<file path="src/hw/rtl/pmks_pkg.sv">
// ----------------------------------------------------------------------------
// pmks_pkg
// Shared types and constants for the profile most-probable k-mer scanner.
// ----------------------------------------------------------------------------
package pmks_pkg;

  localparam int K_MAX_DEF     = 16;
  localparam int POS_WIDTH_DEF = 16;

  localparam int CMD_W   = 2;
  localparam int ROW_W   = 2;
  localparam int COL_W   = 4;
  localparam int ENTRY_W = 16;
  localparam int CHAR_W  = 8;
  localparam int COST_W  = 20;
  localparam int KCFG_W  = 5;
  localparam int OPOS_W  = 16;

  localparam logic [CMD_W-1:0] CMD_LOAD = 2'd0;
  localparam logic [CMD_W-1:0] CMD_CHAR = 2'd1;
  localparam logic [CMD_W-1:0] CMD_END  = 2'd2;

  // Cost value that marks a zero-probability profile entry
  localparam logic [ENTRY_W-1:0] COST_NONE = 16'hFFFF;
  localparam logic [COST_W-1:0]  COST_SAT  = 20'hFFFFF;

  localparam logic [CHAR_W-1:0] CHAR_A = 8'h41;
  localparam logic [CHAR_W-1:0] CHAR_C = 8'h43;
  localparam logic [CHAR_W-1:0] CHAR_G = 8'h47;
  localparam logic [CHAR_W-1:0] CHAR_T = 8'h54;

  localparam logic [ROW_W-1:0] ROW_A = 2'd0;
  localparam logic [ROW_W-1:0] ROW_C = 2'd1;
  localparam logic [ROW_W-1:0] ROW_G = 2'd2;
  localparam logic [ROW_W-1:0] ROW_T = 2'd3;

  typedef enum logic [0:0] {
    ST_SCAN,
    ST_EMIT
  } st_t;

  // Broadcast to every cell of the chain
  typedef struct packed {
    logic               load_en;
    logic [ROW_W-1:0]   row;
    logic [COL_W-1:0]   column;
    logic [ENTRY_W-1:0] entry;
    logic               shift_en;
    logic [CHAR_W-1:0]  text_char;
    logic               capture;
  } cell_ctl_t;

  typedef struct packed {
    logic              have;
    logic              zero_prob;
    logic [COST_W-1:0] total;
  } best_stat_t;

endpackage

</file>
<file path="src/hw/rtl/pmks_cell.sv">
// ----------------------------------------------------------------------------
// pmks_cell
// One window column: holds its profile column, accumulates the open window
// cost handed from the left neighbor, shifts the text byte along.
// ----------------------------------------------------------------------------
module pmks_cell #(
  parameter int CELL_IDX = 0
) (
  input  logic                          clk,
  input  pmks_pkg::cell_ctl_t           ctl,
  input  logic [pmks_pkg::COST_W-1:0]   prev_cost,
  input  logic                          prev_imp,
  input  logic [pmks_pkg::CHAR_W-1:0]   prev_char,
  output logic [pmks_pkg::COST_W-1:0]   cost_r,
  output logic                          imp_r,
  output logic [pmks_pkg::CHAR_W-1:0]   char_r,
  output logic [pmks_pkg::CHAR_W-1:0]   best_char_r
);

  logic [pmks_pkg::ENTRY_W-1:0] prof_r [4];
  logic [pmks_pkg::ROW_W-1:0]   row;
  logic                         hit;
  logic [pmks_pkg::ENTRY_W-1:0] entry;
  logic                         imp_add;
  logic [pmks_pkg::ENTRY_W-1:0] add;
  logic [pmks_pkg::COST_W:0]    sum;
  logic [pmks_pkg::COST_W-1:0]  cost_nxt;

  always_comb begin
    hit = 1'b1;
    row = pmks_pkg::ROW_A;
    case (ctl.text_char)
      pmks_pkg::CHAR_A: row = pmks_pkg::ROW_A;
      pmks_pkg::CHAR_C: row = pmks_pkg::ROW_C;
      pmks_pkg::CHAR_G: row = pmks_pkg::ROW_G;
      pmks_pkg::CHAR_T: row = pmks_pkg::ROW_T;
      default:          hit = 1'b0;
    endcase
  end

  assign entry    = prof_r[row];
  assign imp_add  = hit && (entry == pmks_pkg::COST_NONE);
  assign add      = (hit && !imp_add) ? entry : '0;
  assign sum      = {1'b0, prev_cost} + (pmks_pkg::COST_W+1)'(add);
  assign cost_nxt = sum[pmks_pkg::COST_W] ? pmks_pkg::COST_SAT : sum[pmks_pkg::COST_W-1:0];

  always_ff @(posedge clk) begin
    if (ctl.load_en && (32'(ctl.column) == CELL_IDX)) begin
      prof_r[ctl.row] <= ctl.entry;
    end
    if (ctl.shift_en) begin
      cost_r <= cost_nxt;
      imp_r  <= prev_imp || imp_add;
      char_r <= prev_char;
    end
    if (ctl.capture) begin
      best_char_r <= char_r;
    end
  end

endmodule

</file>
<file path="src/hw/rtl/pmks_best.sv">
// ----------------------------------------------------------------------------
// pmks_best
// Ranks each completed window against the best so far and keeps the winner.
// ----------------------------------------------------------------------------
module pmks_best #(
  parameter int POS_WIDTH = pmks_pkg::POS_WIDTH_DEF
) (
  input  logic                         clk,
  input  logic                         rst_n,
  input  logic                         clear,
  input  logic                         cand_valid,
  input  logic [pmks_pkg::COST_W-1:0]  cand_cost,
  input  logic                         cand_imp,
  input  logic [POS_WIDTH-1:0]         cand_start,
  output logic                         capture,
  output pmks_pkg::best_stat_t         stat,
  output logic [POS_WIDTH-1:0]         best_start_r
);

  logic                        have_r;
  logic                        zero_r;
  logic [pmks_pkg::COST_W-1:0] total_r;
  logic                        wins;

  // possible beats impossible, lower cost wins, later window wins a tie
  assign wins    = !have_r || zero_r || (!cand_imp && (cand_cost <= total_r));
  assign capture = cand_valid && wins;

  always_ff @(posedge clk) begin
    if (!rst_n) begin
      have_r <= 1'b0;
    end else if (clear) begin
      have_r <= 1'b0;
    end else if (capture) begin
      have_r <= 1'b1;
    end
  end

  always_ff @(posedge clk) begin
    if (capture) begin
      zero_r       <= cand_imp;
      total_r      <= cand_cost;
      best_start_r <= cand_start;
    end
  end

  assign stat.have      = have_r;
  assign stat.zero_prob = zero_r;
  assign stat.total     = total_r;

endmodule

</file>
<file path="src/hw/rtl/profile_most_probable_kmer_scan_unit.sv">
// ----------------------------------------------------------------------------
// profile_most_probable_kmer_scan_unit
// Profile most-probable k-mer scan over a streamed DNA text.
// ----------------------------------------------------------------------------
// Throughput: one text or load beat per cycle while the input is not stalled;
//   the K_MAX cell chain updates every open window together on each text beat.
// Results: the first result beat follows the accepted end-of-text beat in the
//   next cycle; beats drain at one per cycle while out_stall is low (k beats,
//   or 1 when no window existed), the input stalled until the last is taken.
// Reset: synchronous; control state clears and k returns to 1; profile entries
//   are undefined until loaded.
module profile_most_probable_kmer_scan_unit #(
  parameter int K_MAX     = pmks_pkg::K_MAX_DEF,
  parameter int POS_WIDTH = pmks_pkg::POS_WIDTH_DEF
) (
  input  logic                            clk,
  input  logic                            rst_n,

  input  logic                            cfg_wr_en,
  input  logic [pmks_pkg::KCFG_W-1:0]     cfg_wr_data,

  input  logic                            in_valid,
  output logic                            in_stall,
  input  logic [pmks_pkg::CMD_W-1:0]      in_cmd,
  input  logic [pmks_pkg::ROW_W-1:0]      in_base_row,
  input  logic [pmks_pkg::COL_W-1:0]      in_column,
  input  logic [pmks_pkg::ENTRY_W-1:0]    in_entry_cost,
  input  logic [pmks_pkg::CHAR_W-1:0]     in_text_char,

  output logic                            out_valid,
  input  logic                            out_stall,
  output logic                            out_found,
  output logic [pmks_pkg::OPOS_W-1:0]     out_start_position,
  output logic [pmks_pkg::COST_W-1:0]     out_best_cost,
  output logic                            out_best_impossible,
  output logic [pmks_pkg::CHAR_W-1:0]     out_window_char,
  output logic                            out_last
);

  localparam int IW = (K_MAX > 1) ? $clog2(K_MAX) : 1;
  localparam int KW = $clog2(K_MAX + 1);

  pmks_pkg::st_t st_r, st_nxt;

  logic [KW-1:0]        k_eff_r, k_eff_nxt;
  logic [IW-1:0]        k_last_r;
  logic [KW-1:0]        fill_r, fill_nxt;
  logic [POS_WIDTH-1:0] seen_r;
  logic                 pend_r;
  logic [POS_WIDTH-1:0] pend_start_r;
  logic [IW-1:0]        cnt_r, cnt_nxt;

  logic in_acc, out_acc, clear_run, char_acc;
  pmks_pkg::cell_ctl_t  ctl;
  pmks_pkg::best_stat_t stat;
  logic                 capture;
  logic [POS_WIDTH-1:0] best_start;

  logic [pmks_pkg::COST_W-1:0] cost_q [K_MAX];
  logic                        imp_q  [K_MAX];
  logic [pmks_pkg::CHAR_W-1:0] char_q [K_MAX];
  logic [pmks_pkg::CHAR_W-1:0] bchar_q[K_MAX];

  assign in_acc    = in_valid && !in_stall;
  assign out_acc   = out_valid && !out_stall;
  assign char_acc  = in_acc && (in_cmd == pmks_pkg::CMD_CHAR);
  assign clear_run = cfg_wr_en || (out_acc && out_last);

  // clamp k into 1..K_MAX
  always_comb begin
    if (cfg_wr_data == '0) begin
      k_eff_nxt = KW'(1);
    end else if (32'(cfg_wr_data) > K_MAX) begin
      k_eff_nxt = KW'(K_MAX);
    end else begin
      k_eff_nxt = KW'(cfg_wr_data);
    end
  end

  always_ff @(posedge clk) begin
    if (!rst_n) begin
      k_eff_r  <= KW'(1);
      k_last_r <= '0;
    end else if (cfg_wr_en) begin
      k_eff_r  <= k_eff_nxt;
      k_last_r <= IW'(k_eff_nxt - KW'(1));
    end
  end

  assign fill_nxt = (fill_r < KW'(K_MAX)) ? fill_r + KW'(1) : fill_r;

  always_ff @(posedge clk) begin
    if (!rst_n) begin
      fill_r <= '0;
      seen_r <= '0;
      pend_r <= 1'b0;
    end else if (clear_run) begin
      fill_r <= '0;
      seen_r <= '0;
      pend_r <= 1'b0;
    end else begin
      pend_r <= char_acc && (fill_nxt >= k_eff_r);
      if (char_acc) begin
        fill_r <= fill_nxt;
        seen_r <= seen_r + POS_WIDTH'(1);
      end
    end
  end

  always_ff @(posedge clk) begin
    if (char_acc) begin
      pend_start_r <= seen_r - POS_WIDTH'(k_last_r);
    end
  end

  // Cell chain
  assign ctl.load_en   = in_acc && (in_cmd == pmks_pkg::CMD_LOAD);
  assign ctl.row       = in_base_row;
  assign ctl.column    = in_column;
  assign ctl.entry     = in_entry_cost;
  assign ctl.shift_en  = char_acc;
  assign ctl.text_char = in_text_char;
  assign ctl.capture   = capture;

  for (genvar j = 0; j < K_MAX; j++) begin : g_cell
    logic [pmks_pkg::COST_W-1:0] p_cost;
    logic                        p_imp;
    logic [pmks_pkg::CHAR_W-1:0] p_char;
    if (j == 0) begin : g_head
      assign p_cost = '0;
      assign p_imp  = 1'b0;
      assign p_char = in_text_char;
    end else begin : g_link
      assign p_cost = cost_q[j-1];
      assign p_imp  = imp_q[j-1];
      assign p_char = char_q[j-1];
    end
    pmks_cell #(
      .CELL_IDX (j)
    ) u_cell (
      .clk         (clk),
      .ctl         (ctl),
      .prev_cost   (p_cost),
      .prev_imp    (p_imp),
      .prev_char   (p_char),
      .cost_r      (cost_q[j]),
      .imp_r       (imp_q[j]),
      .char_r      (char_q[j]),
      .best_char_r (bchar_q[j])
    );
  end

  // Window completed last cycle is read from chain cell k-1 and ranked against the best so far
  pmks_best #(
    .POS_WIDTH (POS_WIDTH)
  ) u_best (
    .clk          (clk),
    .rst_n        (rst_n),
    .clear        (clear_run),
    .cand_valid   (pend_r),
    .cand_cost    (cost_q[k_last_r]),
    .cand_imp     (imp_q[k_last_r]),
    .cand_start   (pend_start_r),
    .capture      (capture),
    .stat         (stat),
    .best_start_r (best_start)
  );

  // Result sequencer
  always_comb begin
    st_nxt = st_r;
    unique case (st_r)
      pmks_pkg::ST_SCAN: begin
        if (in_acc && (in_cmd == pmks_pkg::CMD_END)) st_nxt = pmks_pkg::ST_EMIT;
      end
      pmks_pkg::ST_EMIT: begin
        if (out_acc && out_last) st_nxt = pmks_pkg::ST_SCAN;
      end
      default: st_nxt = pmks_pkg::ST_SCAN;
    endcase
  end

  always_comb begin
    cnt_nxt = cnt_r;
    if (st_r == pmks_pkg::ST_SCAN) begin
      cnt_nxt = k_last_r;
    end else if (out_acc) begin
      cnt_nxt = cnt_r - IW'(1);
    end
  end

  always_ff @(posedge clk) begin
    if (!rst_n) begin
      st_r <= pmks_pkg::ST_SCAN;
    end else begin
      st_r <= st_nxt;
    end
  end

  always_ff @(posedge clk) begin
    cnt_r <= cnt_nxt;
  end

  // oldest byte sits in cell k-1, so the count runs down to cell 0
  always_comb begin
    in_stall            = (st_r != pmks_pkg::ST_SCAN);
    out_valid           = (st_r == pmks_pkg::ST_EMIT);
    out_found           = stat.have;
    out_start_position  = stat.have ? pmks_pkg::OPOS_W'(best_start) : '0;
    out_best_cost       = (stat.have && !stat.zero_prob) ? stat.total : '0;
    out_best_impossible = stat.have && stat.zero_prob;
    out_window_char     = stat.have ? bchar_q[cnt_r] : '0;
    out_last            = !stat.have || (cnt_r == '0);
  end

endmodule

</file>
<file path="config.mk">
export PLATFORM = sky130hd
export DESIGN_NAME = profile_most_probable_kmer_scan_unit
export DESIGN_NICKNAME = d
export VERILOG_FILES = /design/src/hw/rtl/pmks_pkg.sv /design/src/hw/rtl/pmks_cell.sv /design/src/hw/rtl/pmks_best.sv /design/src/hw/rtl/profile_most_probable_kmer_scan_unit.sv
export SDC_FILE = /design/constraint.sdc
export NUM_CORES = 2
export LEC_CHECK = 0
export ABC_AREA = 1
export CAP_MARGIN = 10
export CELL_PAD_IN_SITES_DETAIL_PLACEMENT = 1
export CELL_PAD_IN_SITES_GLOBAL_PLACEMENT = 1
export CORE_MARGIN = 3
export CORE_UTILIZATION = 45
export CTS_BUF_LIST = sky130_fd_sc_hd__clkbuf_8
export CTS_CLUSTER_SIZE = 12
export DETAILED_ROUTE_END_ITERATION = 7
export DONT_BUFFER_PORTS = 1
export HOLD_SLACK_MARGIN = 0.15
export PLACE_DENSITY_LB_ADDON = 0.12
export SYNTH_ARGS = -nofsm -noshare
export SYNTH_HDL_FRONTEND = slang
export SYNTH_SLANG_ARGS = --single-unit
</file>
<file path="constraint.sdc">
create_clock -name clk -period 26.9 [get_ports clk]
set_input_delay 5.38 -clock clk [delete_from_list [all_inputs] [get_ports clk]]
set_output_delay 5.38 -clock clk [all_outputs]
set_load 0.02 [all_outputs]
</file>
== Word-level counts from Yosys, hierarchy flattened ==
Memory sizes are Yosys's and may differ from the RTL's.
Cells that the tools add are included.
Widths: inputs -> output; s select.

* Memories kept: 16
* Register bits: 678
* Output and inout port bits: 49
* RAM bits: 1,024

{| class="wikitable"
|+ Memories
! name !! depth !! width !! read ports !! clocked after memory_dff !! wr ports !! line !! RTL
|-
| g_cell[0].u_cell.prof_r || 4 || 16 || 1 || 0 || 1 || pmks_cell.sv:20 || <nowiki>logic [pmks_pkg::ENTRY_W-1:0] prof_r [4];</nowiki>
|-
| g_cell[10].u_cell.prof_r || 4 || 16 || 1 || 0 || 1 || pmks_cell.sv:20 ||
|-
| g_cell[11].u_cell.prof_r || 4 || 16 || 1 || 0 || 1 || pmks_cell.sv:20 ||
|-
| g_cell[12].u_cell.prof_r || 4 || 16 || 1 || 0 || 1 || pmks_cell.sv:20 ||
|-
| g_cell[13].u_cell.prof_r || 4 || 16 || 1 || 0 || 1 || pmks_cell.sv:20 ||
|-
| g_cell[14].u_cell.prof_r || 4 || 16 || 1 || 0 || 1 || pmks_cell.sv:20 ||
|-
| 10 more memories || n/a || n/a || n/a || n/a || n/a || n/a ||
|}

* $lt $le $gt $ge: 6
* Mux-type cells: 69
* Bitwise gates (word level): 4
* Add/sub/neg operators: 20
* Reduce and logical (&&, ||, !) cells: 105
* Eq/ne operators: 38

{| class="wikitable"
|+ Operators by type and width
! kind !! number
|-
| $add 20x16->21 || 14
|-
| $eq 16x16->1 const B || 16
|-
| $mux 16 || 16
|-
| $bmux 20 s4 || 1
|-
| $mux 20 || 3
|-
| $logic_and 1x1->1 || 59
|-
| $mux 1 || 37
|-
| $bmux 8 s4 || 1
|-
| $eq 4x4->1 const B || 8
|-
| $eq 8x7->1 const B || 4
|-
| $mux 8 || 3
|-
| $logic_not 1->1 || 21
|-
| $le 20x20->1 || 1
|-
| $logic_or 1x1->1 || 19
|-
| $add 16x16->17 || 1
|-
| $add 16x1->16 const B || 1
|-
| $eq 4x3->1 const B || 4
|-
| $sub 16x4->16 || 1
|-
| $mux 5 || 3
|-
| $ge 5x5->1 const B || 2
|-
| $not 4->5 || 2
|-
| $eq 4x2->1 const B || 2
|-
| $logic_not 4->1 || 2
|-
| $mux 4 || 2
|-
| 17 further kinds || 19
|}

== Logic depth before layout (Yosys ltp) ==
An unclocked memory read counts as a cell.

* Depth after elaboration: 9
* Depth in mapped cells: 31
* Depth with buffers taken out: 28

== Modules after synthesis ==
A second synthesis with hierarchy kept.

* Cell total of the unflattened synthesis: 9,136
* Area, all modules: 88,534.9 um^2

{| class="wikitable"
|+ By module, submodules not included
! module !! instances !! area each (um^2) !! sequential area each (um^2) !! cells an instance
|-
| pmks_cell (g_cell[5].u_cell ...) || 3 || 4,907.2 || 3,032.9 || 473
|-
| pmks_cell (g_cell[3].u_cell ...) || 3 || 4,904.7 || 3,032.9 || 473
|-
| pmks_cell (g_cell[13].u_cell ...) || 2 || 4,968.5 || 3,032.9 || 472
|-
| pmks_cell (g_cell[10].u_cell ...) || 2 || 4,967.3 || 3,032.9 || 471
|-
| pmks_cell (g_cell[0].u_cell ...) || 2 || 4,964.8 || 3,032.9 || 471
|-
| pmks_cell (g_cell[1].u_cell ...) || 2 || 4,908.5 || 3,032.9 || 474
|-
| profile_most_probable_kmer_scan_unit || 1 || 7,863.8 || 1,241.2 || 1,432
|-
| pmks_cell (g_cell[11].u_cell) || 1 || 4,967.3 || 3,032.9 || 472
|-
| pmks_cell (g_cell[7].u_cell) || 1 || 4,907.2 || 3,032.9 || 474
|-
| pmks_best || 1 || 1,742.9 || 1,131.1 || 144
|}

== Worst setup path after synthesis ==
No wires, ideal clock.

* Kind: in2reg
* From: input in_valid
* To: register g_cell[0].u_cell.char_r[0] (netlist bit), enable pin
* Required time: 26.082 ns
* Setup slack: 11.349 ns
* Arrival: 14.734 ns
* Setup time: 0.818 ns
* Stages: 4
* Buffers on the path: 0
* Path through: nand2_1 -> inv_1 -> nand3_1 -> inv_1

* Word-level cells in the longest chain between the ends: 2

{| class="wikitable"
|+ Ends and longest elaborated chain
! what !! line !! RTL
|-
| from (decl) || profile_most_probable_kmer_scan_unit.sv:22 || <nowiki>input logic in_valid,</nowiki>
|-
| $logic_and 1x1->1 || profile_most_probable_kmer_scan_unit.sv:64 || <nowiki>assign in_acc = in_valid && !in_stall;</nowiki>
|-
| $logic_and 1x1->1 || profile_most_probable_kmer_scan_unit.sv:66 || <nowiki>assign char_acc = in_acc && (in_cmd == pmks_pkg::CMD_CHAR);</nowiki>
|-
| net char_acc || profile_most_probable_kmer_scan_unit.sv:53 || <nowiki>logic in_acc, out_acc, clear_run, char_acc;</nowiki>
|-
| to (signal assigned) || pmks_cell.sv:54 || <nowiki>char_r <= prev_char;</nowiki>
|-
| to (decl) || pmks_cell.sv:16 || <nowiki>output logic [pmks_pkg::CHAR_W-1:0] char_r,</nowiki>
|}

The timed path passes the listed nets, and every way through them passes these cells.
A chain may end at the register's enable or synchronous reset.

== Worst setup path in the final report ==
* From: input in_text_char[7] (netlist bit)
* To: register g_cell[7].u_cell.cost_r[1] (netlist bit), data pin

* Word-level cells in the longest chain between the ends: 9

{| class="wikitable"
|+ Ends and longest elaborated chain
! what !! line !! RTL
|-
| from (decl) || profile_most_probable_kmer_scan_unit.sv:28 || <nowiki>input logic [pmks_pkg::CHAR_W-1:0] in_text_char,</nowiki>
|-
| $eq 8x7->1 || pmks_cell.sv:32 || <nowiki>case (ctl.text_char)</nowiki>
|-
| $pmux 2 s3 || pmks_cell.sv:32 ||
|-
| $mem_v2 4x16 || n/a ||
|-
| $eq 16x16->1 || pmks_cell.sv:42 || <nowiki>assign imp_add = hit && (entry == pmks_pkg::COST_NONE);</nowiki>
|-
| $logic_and 1x1->1 || pmks_cell.sv:42 ||
|-
| $logic_not 1->1 || pmks_cell.sv:43 || <nowiki>assign add = (hit && !imp_add) ? entry : '0;</nowiki>
|-
| $logic_and 1x1->1 || pmks_cell.sv:43 ||
|-
| $mux 16 * || pmks_cell.sv:43 ||
|-
| $add 20x16->21 * || pmks_cell.sv:44 || <nowiki>assign sum = {1'b0, prev_cost} + (pmks_pkg::COST_W+1)'(add);</nowiki>
|-
| to (signal assigned) || pmks_cell.sv:52 || <nowiki>cost_r <= cost_nxt;</nowiki>
|-
| to (decl) || pmks_cell.sv:14 || <nowiki>output logic [pmks_pkg::COST_W-1:0] cost_r,</nowiki>
|}

Mark *: on every way between the ends. The rest lies on a longest branch, timed or not.

==> results list <==
- With fillers left out, the area of the finished cells amounts to 89700 um2.
- Counting every instance in the synthesized netlist gives 7991.
* Total routing resource utilization after global routing: 28.6%
- Buffers inserted during post-CTS setup optimization: 0
- Worst slew margin relative to its limit: 13.3%
- Core ar.: 181000 um2
- The critical path in this run is classified as in2reg.
- In this run the worst setup path begins at in_text_char[7].
* Last element of the critical path: g_cell[7].u_cell.cost_r[1]
- Sequential fraction of the synthesis area: 61.7%
- Critical R2R Launch: k_last_r[0]
- The average instance in the mapped netlist occupies 10.3 um2.
* Post-synth ARST share: 0%
- The synthesized design spends more area on one cell type than any other, namely edfxtp_1.
- Vertical die dimension: 433 um
- The worst path meets setup with between 15 and 20 ns of slack.
- CTS tree: done
* Setup repair after global routing missed its margin: no
* Fraction of final layout cells sized beyond drive strength 1: ~7.1%
- For this block, the via count after detailed routing is 61200.
- In the final design database the tool counted roughly 8400 nets.
* Detailed Place HPWL: around 180000 um
- Reg-to-Reg End: u_best.best_start_r[8]
- Counting every net in the synthesized netlist gives about 8300.
- Share of the synthesized area in the top cell type: 60.9%
- Placement-stage cell area: approximately 84000 um2
- At the pin with the least slew margin, the transition time is 1.30 ns.
* Routed Wire Length: 271000 um
- In this run the worst hold path is classified as reg2reg.
* Clock sink count: ~1700
* Synthesized flop and latch total: 1696
* Ys flop type: edfxtp_1
- Syn. warnings: 0
* Worst setup timing slack at the placement stage: roughly 14 ns
- Cell count after placement: 10100
- The routed design could run at a clock period as short as 11.67 ns.
* Number of antenna-violating nets in the routed design: 0
- Timing would allow up to about 0.086 GHz.
- Global-route wire length before repair: ~400000 um
* Number of buffers on the longest clock path: 4
* Area growth syn-to-layout: 9.39%
* Post-CTS sizing: 0
* Number of optimization iterations in the first detailed-route pass: 6
- The number of clock buffers added by TritonCTS is 311.
- The number of global-route vias before repair was 62700.
- Starting DRT DRC Count: 5377
- In this run, distinct cell masters in the synthesized netlist total 50.
- Counting cells, the worst reg-to-reg path comes to 14.
- Max_cap viols: 0
- The initial utilization of the core area, before any placement, comes to 45.3%.
- The synthesized design contains 1663 enable-type register cells.
- Slew Limit Fails: 0
* Total global routing overflow: 0
* Run status: completed
- The floorplan has roughly 160 rows.
- Clock-pin slew was measured on the worst setup and hold paths at 0.06 ns.
- Dominant cells by area after synthesis: edfxtp_1 61%, nand2_1 7.6%, nand3_1 7.6%
* CTS root buf: clkbuf_8
- The worst setup path is launched from a primary input.
- Pin count of the biggest net entering global routing: 170
- Of all nets on the critical path, the largest fanout is 101.
- Count of endpoints failing setup in the final report: 0
* Worst-case clock skew: 0.0790 ns
- STA classifies the critical path endpoint as a flip-flop.
* RD Place Congestion: about 0.9
- Data arrival time at the worst-slack endpoint: 12.37 ns
* Leading cell types in the layout, fill and taps excluded: 1663 x edfxtp_1, 1657 x nand2_1, 1242 x nand3_1
- Dividing the detail-routed wire length by the instance count gives approximately 25 um.
- P_leak: 35.4 nW
- Top-level port count: 91
- Tcrit/Tclk final: 43.4%
- Worst supply voltage drop on vdd: 0.0457 mV
* Post-CTS Hold Buffers: 0
- Buffers placed on the I/O ports in this run total 0.
* Pwr/cell area: 60.6 nW/um2
* Post-route DRC: 0
- Number of antenna violations at the first check in global routing: 17
* Vias per std cell: roughly 5.7
- Syn Std Cell Area: just over 80000 um2
- The number of endpoints with negative hold slack in the final report is 0.
- Leaving out fill and tap cells, the most frequent cell in the layout is edfxtp_1.
- Deepest level of the CTS H-tree: 5
* Share of the core filled with cells: 49.6%
- Full die area: 187000 um2
* Number of non-filler instances in the completed layout: 10700
* Slack of the worst reg-to-reg path: just over 20 ns
- Width of the die: 433 um
- Adding up every negative setup slack in the final design gives 0 ns.
- For the worst-skew pair, the clock arrives at the later sink with an insertion delay of around 1.1 ns.
- STA puts the critical path data required time at 27.61 ns.
## final cells by class
class	count	area, um2
fill	20000	91200
sequential	1696	50600
multi-input combinational	5476	28100
clock buffer	318	4380
tap	2370	2970
inverter	468	1770
clock inverter	208	1000
timing repair buffer	113	911
antenna	7	17.5
## per-layer routing
metal  wire length [um]  track usage [%]  vias up
met5                 34                0        -
met4               8750             9.58        6
met3              16900             5.07      458
met2             128000             46.6     1712
met1             117000             38.8    30800
li1                   -                -    28200
## power by group
part	internal [mW]	switching [mW]	leakage [nW]
clock	1.15	1.07	3.15
combinational	0.0703	0.197	17.0
sequential	2.93	0.0255	15.3
total	4.15	1.29	35.4
## how the worst min path moves through the flow
stage	cells after the start	start	end	slack, ns
2_1_floorplan	0	g_cell[15].u_cell.char_r[0]	g_cell[15].u_cell.best_char_r[0]	0.40
3_3_place_gp	0	pend_start_r[9]	u_best.best_start_r[9]	0.40
3_5_place_dp	0	pend_start_r[4]	u_best.best_start_r[4]	0.41
4_1_cts	0	pend_start_r[4]	u_best.best_start_r[4]	0.42
5_1_grt	0	pend_start_r[4]	u_best.best_start_r[4]	0.43
6_report	0	pend_start_r[4]	u_best.best_start_r[4]	0.42
## critical path, stage by stage
cell and delay [ns]:
inv_1 0.04, nand2_1 0.13, nor2_1 0.21, nand2_4 0.48, nand2_8 0.77, buf_4 0.83
buf_4 0.87, nand2_1 0.13, nand3_1 0.13, nand2_1 0.10, nor2_1 0.15, nand2_1 0.07
nor2_1 0.12, nand2_1 0.10, nand2_2 0.25, nor2_1 0.09, ha_1 0.22, fa_1 0.44
nand3_1 0.10, nand2_1 0.10, nand3_1 0.08, nand2_1 0.09, a21boi_0 0.34, o21ai_0 0.21
nand2_1 0.51, nand2_1 0.17
## registers in the layout, indices dropped and copies added, names as in the netlist
signal	count
g_cell.u_cell.cost_r	310
k_last_r	4
pend_r	1
pend_start_r	16
k_eff_r	5
u_best.best_start_r	16
g_cell.u_cell.char_r	128
g_cell.u_cell.imp_r	16
u_best.total_r	20
u_best.zero_r	1
u_best.have_r	1
cnt_r	4
seen_r	16
in_stall	1
g_cell.u_cell.prof_r	1024
g_cell.u_cell.best_char_r	128
fill_r	5
## synthesized netlist by cell type, types with 24 or more instances
cell type,number
a21boi_0,24
a21o_1,46
a21oi_1,358
buf_2,130
buf_4,47
clkbuf_1,155
dfxtp_1,33
edfxtp_1,1663
ha_1,273
inv_1,461
nand2_1,1658
nand3_1,1242
nand3b_1,35
nand4_1,37
nor2_1,901
nor3_1,26
o211ai_1,28
o21ai_0,404
o221ai_1,35
o22ai_1,58
or2_2,78
xnor2_1,38
xor2_1,117
## logic make-up (layout without fill, tap and decap cells)
logic type                 count (synthesis)  count (layout)  synth area share (%)
DFF                                     1696            1696                  61.7
adders and majority gates                289             289                  4.56
xor gates and xnor gates                 155             155                  1.66
other                                      0               7                     0
muxes                                      1               1                0.0122
buffers and inverters                    819            1107                  4.17
and+or+nand+nor                         4004            4004                  20.9
AOI/OAI and AO/OA                       1027            1027                  7.05
## metrics by stage
step,power (mW),hold slack (ns)
after floorplan,3.17,0.400
after global placement,3.27,0.402
after detailed placement,3.27,0.408
after CTS,5.49,0.417
after global routing,5.63,0.429
final,5.44,0.416
No activity file was read; power rests on OpenSTA's default activity.
